$ cat src/sv/obdrd_pkg.sv
`default_nettype none
package obdrd_pkg;

   localparam int MAX_CODES = 3;
   localparam int NUM_PIDS  = 5;
   localparam int NUM_SLOTS = 3;

   localparam logic [7:0] SVC_LIVE    = 8'h41;
   localparam logic [7:0] SVC_CODES   = 8'h43;
   localparam logic [7:0] SVC_CLEARED = 8'h44;

   localparam logic [2:0] CSR_RPM_PID      = 3'd0;
   localparam logic [2:0] CSR_SPEED_PID    = 3'd1;
   localparam logic [2:0] CSR_FUEL_PID     = 3'd2;
   localparam logic [2:0] CSR_AIRFLOW_PID  = 3'd3;
   localparam logic [2:0] CSR_THROTTLE_PID = 3'd4;

   // ceil(2^24 / 100); exact floor division for any 16-bit dividend
   localparam logic [17:0] DIV100_RECIP = 18'd167773;
   localparam int          DIV100_SHIFT = 24;
   localparam logic [6:0]  THROTTLE_MUL = 7'd100;

   typedef enum logic [1:0] {
      KIND_LIVE    = 2'd0,
      KIND_CODE    = 2'd1,
      KIND_NONE    = 2'd2,
      KIND_CLEARED = 2'd3
   } kind_type;

   typedef enum logic [2:0] {
      QTY_RPM      = 3'd0,
      QTY_SPEED    = 3'd1,
      QTY_FUEL     = 3'd2,
      QTY_AIRFLOW  = 3'd3,
      QTY_THROTTLE = 3'd4
   } quantity_type;

   // frame byte 0 is the length, byte 1 the service
   typedef logic [7:0][7:0] frame_type;

   typedef logic [NUM_PIDS-1:0][7:0] pid_set_type;

   localparam pid_set_type PID_RESET = {8'd17, 8'd16, 8'd10, 8'd13, 8'd12};

   typedef struct packed {
      kind_type     kind;
      quantity_type quantity;
      logic [15:0]  scaled_value;
      logic [1:0]   code_index;
      logic [1:0]   code_system;
      logic [1:0]   digit_one;
      logic [3:0]   digit_two;
      logic [3:0]   digit_three;
      logic [3:0]   digit_four;
      logic         last;
   } result_type;

   typedef struct packed {
      logic [1:0]                      count;
      result_type [NUM_SLOTS-1:0]      items;
   } batch_type;

endpackage
`default_nettype wire

$ cat src/sv/obd_response_decoder_unit.sv
`default_nettype none
// Diagnostic response frame decoder.
// Request channel (req_*): one 8-byte response frame per request, taken at
// a clock edge with req_valid high and req_stall low.
// Response channel (rsp_*): decoded results, taken with rsp_valid high and
// rsp_stall low. A frame gives 0 to 3 results; rsp_last marks its final one.
// Registers (csr_*): five PID numbers, written at any edge with csr_write
// high; indexes above the list are ignored.
// A frame passes the input register, then the result register, before its
// first result is offered.
// Throughput: one result per cycle while the receiver does not stall; a frame
// holds the result register until its last result is taken, so single-result
// frames flow at one per cycle. The result register drains one entry a cycle
// while unstalled and sets this figure.
// A frame with no result is dropped at the result register.
// Reset (synchronous) empties both registers and restores the default PIDs.
// While the receiver stalls, the current result holds and the input
// register still takes one more request before req_stall rises.
module obd_response_decoder_unit (
   input  wire logic        clock,
   input  wire logic        reset,
   input  wire logic        req_valid,
   output logic             req_stall,
   input  wire logic [7:0]  req_frame_len,
   input  wire logic [7:0]  req_response_code,
   input  wire logic [7:0]  req_payload_2,
   input  wire logic [7:0]  req_payload_3,
   input  wire logic [7:0]  req_payload_4,
   input  wire logic [7:0]  req_payload_5,
   input  wire logic [7:0]  req_payload_6,
   input  wire logic [7:0]  req_payload_7,
   output logic             rsp_valid,
   input  wire logic        rsp_stall,
   output logic [1:0]       rsp_kind,
   output logic [2:0]       rsp_quantity,
   output logic [15:0]      rsp_scaled_value,
   output logic [1:0]       rsp_code_index,
   output logic [1:0]       rsp_code_system,
   output logic [1:0]       rsp_digit_one,
   output logic [3:0]       rsp_digit_two,
   output logic [3:0]       rsp_digit_three,
   output logic [3:0]       rsp_digit_four,
   output logic             rsp_last,
   input  wire logic        csr_write,
   input  wire logic [2:0]  csr_index,
   input  wire logic [7:0]  csr_data
);
   import obdrd_pkg::*;

   logic        in_valid_ff, in_valid_in;
   frame_type   frame_ff, frame_in;
   pid_set_type pids;
   batch_type   batch;
   result_type  rsp;
   logic        load;
   logic        accept;

   assign req_stall = in_valid_ff && !load;
   assign accept    = req_valid && !req_stall;

   always_comb begin
      in_valid_in = in_valid_ff;
      frame_in    = frame_ff;
      if (accept) begin
         in_valid_in = 1'b1;
         frame_in    = {req_payload_7, req_payload_6, req_payload_5, req_payload_4,
                        req_payload_3, req_payload_2, req_response_code, req_frame_len};
      end else if (load) begin
         in_valid_in = 1'b0;
      end
   end

   always_ff @(posedge clock) begin
      if (reset) begin
         in_valid_ff <= 1'b0;
      end else begin
         in_valid_ff <= in_valid_in;
      end
   end

   always_ff @(posedge clock) begin
      frame_ff <= frame_in;
   end

   obdrd_csr u_csr (
      .clock     (clock),
      .reset     (reset),
      .csr_write (csr_write),
      .csr_index (csr_index),
      .csr_data  (csr_data),
      .pids      (pids)
   );

   obdrd_decode u_decode (
      .frame (frame_ff),
      .pids  (pids),
      .batch (batch)
   );

   obdrd_emit u_emit (
      .clock     (clock),
      .reset     (reset),
      .in_valid  (in_valid_ff),
      .batch     (batch),
      .load      (load),
      .rsp_valid (rsp_valid),
      .rsp_stall (rsp_stall),
      .rsp       (rsp)
   );

   assign rsp_kind         = rsp.kind;
   assign rsp_quantity     = rsp.quantity;
   assign rsp_scaled_value = rsp.scaled_value;
   assign rsp_code_index   = rsp.code_index;
   assign rsp_code_system  = rsp.code_system;
   assign rsp_digit_one    = rsp.digit_one;
   assign rsp_digit_two    = rsp.digit_two;
   assign rsp_digit_three  = rsp.digit_three;
   assign rsp_digit_four   = rsp.digit_four;
   assign rsp_last         = rsp.last;

endmodule
`default_nettype wire

$ cat src/sv/obdrd_csr.sv
`default_nettype none
module obdrd_csr (
   input  wire logic                 clock,
   input  wire logic                 reset,
   input  wire logic                 csr_write,
   input  wire logic [2:0]           csr_index,
   input  wire logic [7:0]           csr_data,
   output obdrd_pkg::pid_set_type    pids
);
   import obdrd_pkg::*;

   pid_set_type pid_ff, pid_in;

   always_comb begin
      pid_in = pid_ff;
      if (csr_write) begin
         unique case (csr_index)
            CSR_RPM_PID:      pid_in[QTY_RPM]      = csr_data;
            CSR_SPEED_PID:    pid_in[QTY_SPEED]    = csr_data;
            CSR_FUEL_PID:     pid_in[QTY_FUEL]     = csr_data;
            CSR_AIRFLOW_PID:  pid_in[QTY_AIRFLOW]  = csr_data;
            CSR_THROTTLE_PID: pid_in[QTY_THROTTLE] = csr_data;
            default:          pid_in = pid_ff;
         endcase
      end
   end

   always_ff @(posedge clock) begin
      if (reset) begin
         pid_ff <= PID_RESET;
      end else begin
         pid_ff <= pid_in;
      end
   end

   assign pids = pid_ff;

endmodule
`default_nettype wire

$ cat src/sv/obdrd_decode.sv
`default_nettype none
module obdrd_decode (
   input  wire obdrd_pkg::frame_type   frame,
   input  wire obdrd_pkg::pid_set_type pids,
   output obdrd_pkg::batch_type        batch
);
   import obdrd_pkg::*;

   logic [7:0]   len;
   logic [7:0]   pid;
   logic [15:0]  raw;
   logic [33:0]  air_prod;
   logic [22:0]  thr_prod;
   logic [15:0]  value;
   logic         hit;
   quantity_type qty;
   logic [7:0]   len_m1;
   logic [6:0]   half;
   logic [1:0]   ncodes;

   assign len = frame[0];
   assign pid = (len >= 8'd2) ? frame[2] : 8'd0;

   // only the last two bytes shifted in survive
   always_comb begin
      if (len >= 8'd7) begin
         raw = {frame[6], frame[7]};
      end else begin
         case (len[2:0])
            3'd3:    raw = {8'd0, frame[3]};
            3'd4:    raw = {frame[3], frame[4]};
            3'd5:    raw = {frame[4], frame[5]};
            3'd6:    raw = {frame[5], frame[6]};
            default: raw = 16'd0;
         endcase
      end
   end

   // first match wins
   always_comb begin
      hit = 1'b0;
      qty = QTY_RPM;
      for (int q = NUM_PIDS - 1; q >= 0; q--) begin
         if (pids[q] == pid) begin
            hit = 1'b1;
            qty = quantity_type'(3'(q));
         end
      end
   end

   assign air_prod = {18'd0, raw} * {16'd0, DIV100_RECIP};
   assign thr_prod = {7'd0, raw} * {16'd0, THROTTLE_MUL};

   always_comb begin
      case (qty)
         QTY_RPM:      value = {2'b00, raw[15:2]};
         QTY_SPEED:    value = raw;
         QTY_FUEL:     value = raw + {raw[14:0], 1'b0};
         QTY_AIRFLOW:  value = {6'd0, air_prod[DIV100_SHIFT +: 10]};
         QTY_THROTTLE: value = {1'b0, thr_prod[22:8]};
         default:      value = 16'd0;
      endcase
   end

   assign len_m1 = len - 8'd1;
   assign half   = len_m1[7:1];
   always_comb begin
      if (len == 8'd0) begin
         ncodes = 2'd0;
      end else if (half >= 7'(MAX_CODES)) begin
         ncodes = 2'(MAX_CODES);
      end else begin
         ncodes = half[1:0];
      end
   end

   always_comb begin
      batch = '0;
      unique case (frame[1])
         SVC_LIVE: begin
            if (hit) begin
               batch.count                 = 2'd1;
               batch.items[0].kind         = KIND_LIVE;
               batch.items[0].quantity     = qty;
               batch.items[0].scaled_value = value;
               batch.items[0].last         = 1'b1;
            end
         end
         SVC_CODES: begin
            if (ncodes == 2'd0) begin
               batch.count          = 2'd1;
               batch.items[0].kind  = KIND_NONE;
               batch.items[0].last  = 1'b1;
            end else begin
               batch.count = ncodes;
               for (int i = 0; i < NUM_SLOTS; i++) begin
                  if (2'(i) < ncodes) begin
                     batch.items[i].kind        = KIND_CODE;
                     batch.items[i].code_index  = 2'(i);
                     batch.items[i].code_system = frame[2 + 2 * i][7:6];
                     batch.items[i].digit_one   = frame[2 + 2 * i][5:4];
                     batch.items[i].digit_two   = frame[2 + 2 * i][3:0];
                     batch.items[i].digit_three = frame[3 + 2 * i][7:4];
                     batch.items[i].digit_four  = frame[3 + 2 * i][3:0];
                     batch.items[i].last        = (2'(i + 1) == ncodes);
                  end
               end
            end
         end
         SVC_CLEARED: begin
            batch.count         = 2'd1;
            batch.items[0].kind = KIND_CLEARED;
            batch.items[0].last = 1'b1;
         end
         default: batch = '0;
      endcase
   end

endmodule
`default_nettype wire

$ cat src/sv/obdrd_emit.sv
`default_nettype none
module obdrd_emit (
   input  wire logic                 clock,
   input  wire logic                 reset,
   input  wire logic                 in_valid,
   input  wire obdrd_pkg::batch_type batch,
   output logic                      load,
   output logic                      rsp_valid,
   input  wire logic                 rsp_stall,
   output obdrd_pkg::result_type     rsp
);
   import obdrd_pkg::*;

   logic       bat_valid_ff, bat_valid_in;
   logic [1:0] ptr_ff, ptr_in;
   batch_type  batch_ff, batch_in;
   result_type cur;
   logic       take;

   assign cur  = batch_ff.items[ptr_ff];
   assign take = bat_valid_ff && !rsp_stall;
   assign load = in_valid && (!bat_valid_ff || (take && cur.last));

   always_comb begin
      bat_valid_in = bat_valid_ff;
      ptr_in       = ptr_ff;
      batch_in     = batch_ff;
      if (load) begin
         bat_valid_in = (batch.count != 2'd0);
         ptr_in       = 2'd0;
         batch_in     = batch;
      end else if (take) begin
         if (cur.last) begin
            bat_valid_in = 1'b0;
         end else begin
            ptr_in = ptr_ff + 2'd1;
         end
      end
   end

   always_ff @(posedge clock) begin
      if (reset) begin
         bat_valid_ff <= 1'b0;
         ptr_ff       <= 2'd0;
      end else begin
         bat_valid_ff <= bat_valid_in;
         ptr_ff       <= ptr_in;
      end
   end

   always_ff @(posedge clock) begin
      batch_ff <= batch_in;
   end

   assign rsp_valid = bat_valid_ff;
   assign rsp       = cur;

endmodule
`default_nettype wire

$ cat config.mk
export PLATFORM = sky130hd
export DESIGN_NAME = obd_response_decoder_unit
export DESIGN_NICKNAME = d
export VERILOG_FILES = /design/src/sv/obdrd_pkg.sv /design/src/sv/obd_response_decoder_unit.sv /design/src/sv/obdrd_csr.sv /design/src/sv/obdrd_decode.sv /design/src/sv/obdrd_emit.sv
export SDC_FILE = /design/constraint.sdc
export NUM_CORES = 1
export LEC_CHECK = 0
export BUFFER_PORTS_ARGS = -buffer_cell sky130_fd_sc_hd__buf_2
export CORE_UTILIZATION = 35
export CTS_CLUSTER_SIZE = 16
export DETAILED_ROUTE_END_ITERATION = 7
export GPL_TIMING_DRIVEN = 0
export HOLD_SLACK_MARGIN = 0.03
export MAX_ROUTING_LAYER = met4
export SETUP_SLACK_MARGIN = 0.1
export SLEW_MARGIN = 20
export SYNTH_ARGS = -nofsm -noshare
export SYNTH_HDL_FRONTEND = slang
export SYNTH_SLANG_ARGS = --single-unit
$ cat constraint.sdc
create_clock -name clock -period 10.7 [get_ports clock]
set_clock_uncertainty 0.05 [all_clocks]
set_input_delay 0 -clock clock [delete_from_list [all_inputs] [get_ports clock]]
set_output_delay 0 -clock clock [all_outputs]
set_load 0.03 [all_outputs]
==> results of run 1 <==
## final timing paths
kind / from / endpoint / slack [ps] / cells past startpoint
max: frame_ff[1] / u_emit.batch_ff[20] / 1130 / 31
min: csr_index[2] / u_csr.pids[32] / 70 / 4
max reg2reg: frame_ff[1] / u_emit.batch_ff[20] / 1130 / 31
min reg2reg: u_csr.pids[5] / u_csr.pids[5] / 440 / 2
## sequential cells by signal, summed over array words and instances, names as in the netlist
signal,count
frame_ff,64
u_csr.pids,40
u_emit.ptr_ff,2
u_emit.rsp_valid,1
u_emit.batch_ff,74
in_valid_ff,1
## routing by layer
metal  up-vias  routed length, µm  part of all wire
li1       5476                  -                 -
met4         0               1190             0.028
met2       342              20800              0.49
met3        63               1910             0.045
met5         -                  0                 0
met1      5746              19000              0.44
## layout by cell type (no fill, tap or decap), types with 5 or more instances in the layout
master / count
a22oi_1: 5
clkbuf_16: 18
nand3_1: 7
dfxtp_1: 44
xnor2_1: 37
nor4bb_1: 20
a31o_2: 10
mux2i_1: 34
nor2_1: 52
nor2b_1: 13
nand2_1: 118
and4_1: 7
edfxtp_1: 138
inv_1: 187
buf_6: 6
xor2_1: 22
o22ai_1: 5
a21o_1: 8
a211o_1: 7
nand2b_1: 6
buf_2: 132
clkbuf_1: 34
a222oi_1: 26
a31oi_1: 35
a21oi_1: 46
o32ai_1: 20
ha_1: 182
nand3b_1: 10
o21ai_2: 6
and2_1: 59
a22o_1: 6
nor3_1: 15
and3_1: 23
fa_1: 123
dlygate4sd3_1: 77
o21ai_0: 27
## timing repair
item	CTS	global route
gates resized for setup	0	0
hold buffers	77	0
hold endpoints to repair	107	0
endpoints found under the setup margin	0	0
## cell usage after synthesis (23+ instances only)
master    count
a21oi_1      46
a222oi_1     26
a31oi_1      35
and2_1       60
and3_1       23
clkbuf_1     33
dfxtp_1      44
edfxtp_1    138
fa_1        123
ha_1        182
inv_1       187
mux2i_1      34
nand2_1     118
nor2_1       52
o21ai_0      33
xnor2_1      37
## cell families after synthesis
logic type,Yosys count,synth area share
and+or+nand+nor,355,0.127
adders and majority gates,305,0.310
AOI/OAI and AO/OA,246,0.117
buffers and inverters,239,0.0611
DFF,182,0.329
xor gates and xnor gates,59,0.0338
muxes,34,0.0223
## per-stage QoR
stage                     setup WS, ps  instances  power (µW)
after floorplan                   2760       1420        2250
after global placement             199       2125        2800
after detailed placement          1260       2134        2850
after CTS                         1240       2243        3560
after global routing               754       2246        3880
final                             1130       2246        3530
## worst max-delay path, delay by kind of cell (launching register included)
| kind | cells | cell delay (ps) |
|---|---|---|
| xor+xnor | 1 | 430 |
| flops | 1 | 430 |
| simple gates | 10 | 2410 |
| fa+ha+maj | 8 | 3390 |
| buf+inv | 7 | 1160 |
| compound gates | 5 | 1530 |
## layout make-up
class / count / share of cell area
Timing Repair Buffer: 206 / 0.0832
Tap cell: 585 / 0.0402
Antenna cell: 3 / 0.000412
Buffer: 52 / 0.0128
Multi-Input combinational cell: 999 / 0.514
Sequential cell: 182 / 0.276
Clock buffer: 20 / 0.0257
Inverter: 187 / 0.0386
Clock inverter: 12 / 0.00900
## report_power, final
group	switching (µW)	internal, µW
Sequential	21.6	789
Clock	283	391
Combinational	1220	826
Total	1520	2010
==> impl_results.md, run 1 <==
* Register area share after synthesis at 0.329
* Skew-Pair Late Insertion Delay at 450 ps
* Setup TNS at 0 ps
* Die area at 44500 µm²
* RSZ-0062 raised after global routing: no
* Met1 Use GR at 0.263
* Yosys top cell by area: edfxtp_1
* CP Data Required Time at 10930 ps
* Finish-stage setup viols at 0
* Vias per inst at 5.18
* Max IR drop VDD at 0.142 mV
* Port bufs at 120
* Cells after synthesis at 1420
* Static Leakage at 0.00784 µW
* Root buffer cell: clkbuf_16
* Final design utilization at 0.423
* DR pass1 iterations at 8
* Fmax at 104 MHz
* Placer Congestion at 0.944
* Slew headroom at 0.294
* Power density over cell area at 194 nW/µm²
* Total grt overflow at 0
* Design area at 18200 µm²
* Number of synthesized register bits at 182
* Placed Area at 16800 µm²
* Kind of critical path: flip-flop to flip-flop
* I/O pins at 122
* Chip width at 211 µm
* Max Cap Viol at 0
* CTS sink cnt at 182
* Synth Net Count at 1805
* Total setup buffers inserted after CTS at 0
* # DRC at 3
* WL final at 42900 µm
* Post-DP HPWL at 34600 µm
* Dominant synthesized flop cell: edfxtp_1
* Synth warnings at 0
* Post-synth EDFFs at 138
* Worst setup SP type: flip-flop
* CTS tree: yes
* Routed via count at 11600
* Initial antenna violation count at 3
* Area growth syn-to-layout at 19.1%
* WL/cell at 19.1 µm
* Clock-pin slew on the worst setup and hold paths at 80 ps
* Fin. max-slew vios at 0
* Vias in the first global route at 11800
* Register area at 5020 µm²
* Layer carrying the most global-route usage: met2
* Global-route wire length before repair at 66700 µm
* Fraction of registers with async set/reset at 0
* Cts bufs inserted at 17
* DIE HEIGHT at 211 µm
* Rows at 76
* Initial DRC count at 879
* Area contributors post-synth: edfxtp_1 (27%), fa_1 (16%), ha_1 (15%)
* Multi-input logic area at 9360 µm²
* H-tree depth at 4
* Final hold vios at 0
* Nets at 2030
* CTS Buffer Depth at 2
* M3 GR Usage at 0.0225
* Endpoint type of the worst setup path: flip-flop
* Initial Util at 0.355
* Hold_ws at 73.9 ps
* Core Footprint at 43100 µm²
* Hold Crit Class: input pin to flip-flop
* Crit path arrival time at 9810 ps
* Fillers at 4059
* Critical-path top delay cell: a21oi_1
* Met2 usage at 0.332
* Critical path peak fanout at 9
* Outcome: complete, but fails checks
* Remaining antenna violation count at 0
* Syn_area_per_cell at 10.8 µm²
* CP peak stage delay at 660 ps
* Share of the synthesized area in the top cell type at 0.271
* CP dominant cell by count: inv_1
* Failing checks: DRC
* Final min period at 9570 ps
* GR Util All Layers at 0.204
* Pin count of the biggest net entering global routing at 54
* Distinct cells, synth at 73
* Post-Syn Area at 15300 µm²
* Share of cells above drive strength 1 at 0.128
* Fin crit share at 0.895
* Worst-Margin Slew at 1060 ps
No activity file was read; power rests on OpenSTA's default activity.
==> run 2: changes to the inputs <==
--- a/config.mk
+++ b/config.mk
@@ -11,8 +11,7 @@
 export DETAILED_ROUTE_END_ITERATION = 7
 export GPL_TIMING_DRIVEN = 0
 export HOLD_SLACK_MARGIN = 0.03
-export MAX_ROUTING_LAYER = met4
-export SETUP_SLACK_MARGIN = 0.1
+export PLACE_DENSITY_LB_ADDON = 0.25
 export SLEW_MARGIN = 20
 export SYNTH_ARGS = -nofsm -noshare
 export SYNTH_HDL_FRONTEND = slang
==> impl_results.md, run 2 (synthesis results as in run 1) <==
* Critical-path top delay cell: o21ai_1
* Setup WS pre-CTS at 1280 ps (+16.2 ps)
* Crit path arrival time at 9620 ps (-190 ps)
* Final hold vios at 0 (unchanged)
* Commonest non-fill, non-tap cell in the layout: inv_1
* I/O pins at 122 (unchanged)
* Vias in the first global route at 11900 (+1.3%)
* Pin count of the biggest net entering global routing at 57 (+5.6%)
* Setup TNS at 0 ps (unchanged)
* Critical path peak fanout at 9 (unchanged)
* GR Util All Layers at 0.198 (-0.00583)
* CP Data Required Time at 10960 ps (+30 ps)
* WL final at 42500 µm (-0.96%)
* Hold Crit Class: input pin to flip-flop
* Routed via count at 11500 (-1.2%)
* Fmax at 107 MHz (+2.3%)
* CTS tree: yes
* Antenna cell count at 0 (-3)
* # DRC at 0 (-3)
* Initial Util at 0.355 (unchanged)
* Root buffer cell: clkbuf_16
* Total grt overflow at 0 (unchanged)
* Static Leakage at 0.00782 µW (-0.32%)
* Outcome: finished, final reports clean
* Reg with most FFs: u_emit.batch_ff
* DIE HEIGHT at 211 µm (unchanged)
* Overall power at 3430 µW (-2.7%)
* Most frequent cells in the layout: inv_1 (187), ha_1 (182), edfxtp_1 (138)
* Endpoint type of the worst setup path: flip-flop
* Post-CTS sizing at 0 (unchanged)
* Core Footprint at 43100 µm² (unchanged)
* Chip width at 211 µm (unchanged)
* Max Cap Viol at 0 (unchanged)
* Slew headroom at 0.274 (-0.0199)
* Hold bufs inserted after CTS at 80 (+3.9%)
* Kind of critical path: flip-flop to flip-flop
* Worst-Margin Slew at 1080 ps (+22.6 ps)
* WL/cell at 18.9 µm (-0.96%)
* Share of cells above drive strength 1 at 0.127 (-0.00144)
* RSZ-0062 raised after global routing: no
* Die area at 44500 µm² (unchanged)
* Total setup buffers inserted after CTS at 0 (unchanged)
* H-tree depth at 4 (unchanged)
* Initial DRC count at 768 (-13%)
* Final worst slack at 1350 ps (+219 ps)
* Max reg flops at 74 (unchanged)
* Worst Hold Depth at 4 (unchanged)
* CP dominant cell by count: fa_1
* Fin. max-slew vios at 0 (unchanged)
* Power density over cell area at 189 nW/µm² (-2.4%)
* Remaining antenna violation count at 0 (unchanged)
* Rows at 76 (unchanged)
* Skew-Pair Late Insertion Delay at 450 ps (about the same)
* Max IR drop VDD at 0.145 mV (+2.1%)
* Fin crit share at 0.874 (-0.0204)
* Post-DP HPWL at 34400 µm (-0.44%)
* Global-route wire length before repair at 66900 µm (+0.23%)
* Area growth syn-to-layout at 18.7%
* Port bufs at 120 (unchanged)
* Initial antenna violation count at 0 (-3)
* Nets at 2033 (+0.15%)
* DR pass1 iterations at 7 (-1)
* Cts bufs inserted at 17 (unchanged)
* Final min period at 9350 ps (-219 ps)
* Vias per inst at 5.11 (-1.2%)
* Worst-case reg-to-reg path depth at 28 (-9.7%)
* Hold_ws at 119 ps (+45.4 ps)
* Clock-pin slew on the worst setup and hold paths at 90 ps (about the same)
* Worst setup SP type: flip-flop
* CTS sink cnt at 182 (unchanged)
* Finish-stage setup viols at 0 (unchanged)
* CTS Buffer Depth at 2 (unchanged)
* Placer Congestion at 0.890 (-5.8%)
* CP peak stage delay at 940 ps (+280 ps)
## run 2: worst paths after layout
| path | startpoint | end | slack [ps] |
|---|---|---|---|
| hold reg to reg | u_csr.pids[24] | u_csr.pids[24] | 440 |
| setup / recovery | frame_ff[1] | u_emit.batch_ff[28] | 1350 |
| hold / removal | csr_index[2] | u_csr.pids[36] | 120 |
| setup reg to reg | frame_ff[1] | u_emit.batch_ff[28] | 1350 |
## run 2: layout make-up
| class | count | area [µm²] |
|---|---|---|
| Sequential cell | 182 | 5020 |
| Clock inverter | 12 | 119 |
| Tap cell | 585 | 732 |
| Multi-Input combinational cell | 999 | 9360 |
| Timing Repair Buffer | 209 | 1530 |
| Fill cell | 4117 | 24900 |
| Buffer | 52 | 233 |
| Inverter | 187 | 702 |
| Clock buffer | 20 | 447 |
## run 2: stage by stage
stage | std cells | instance area, µm² | utilization
finish | 2246 | 18100 | 0.421
global route | 2246 | 18100 | 0.421
detailed placement | 2134 | 16800 | 0.390
CTS | 2246 | 18100 | 0.421
floorplan | 1420 | 15300 | -
global placement | 2125 | 16600 | 0.386
## run 2: report_power, final
part           switching [µW]  total [µW]  internal [µW]
combinational            1180        2000            823
sequential               22.3         811            789
clock                     287         618            331
## run 2: worst max-delay path: cells and delay by family, from the launching register on
kind	cells	cell delay [ps]
adder cells (fa/ha/maj)	8	3620
AO/OA/AOI/OAI	9	2830
buffers and inverters	5	1040
AND/OR/NAND/NOR	5	860
flip-flops	1	520
multiplexers	1	310
## run 2: metal layers
metal	up-vias	part of all wire	wire, µm	track usage
met5	-	0	0	0
met4	0	0.018	771	0.0582
met3	37	0.044	1860	0.0225
met2	334	0.50	21300	0.345
met1	5643	0.44	18600	0.257
li1	5471	-	-	-
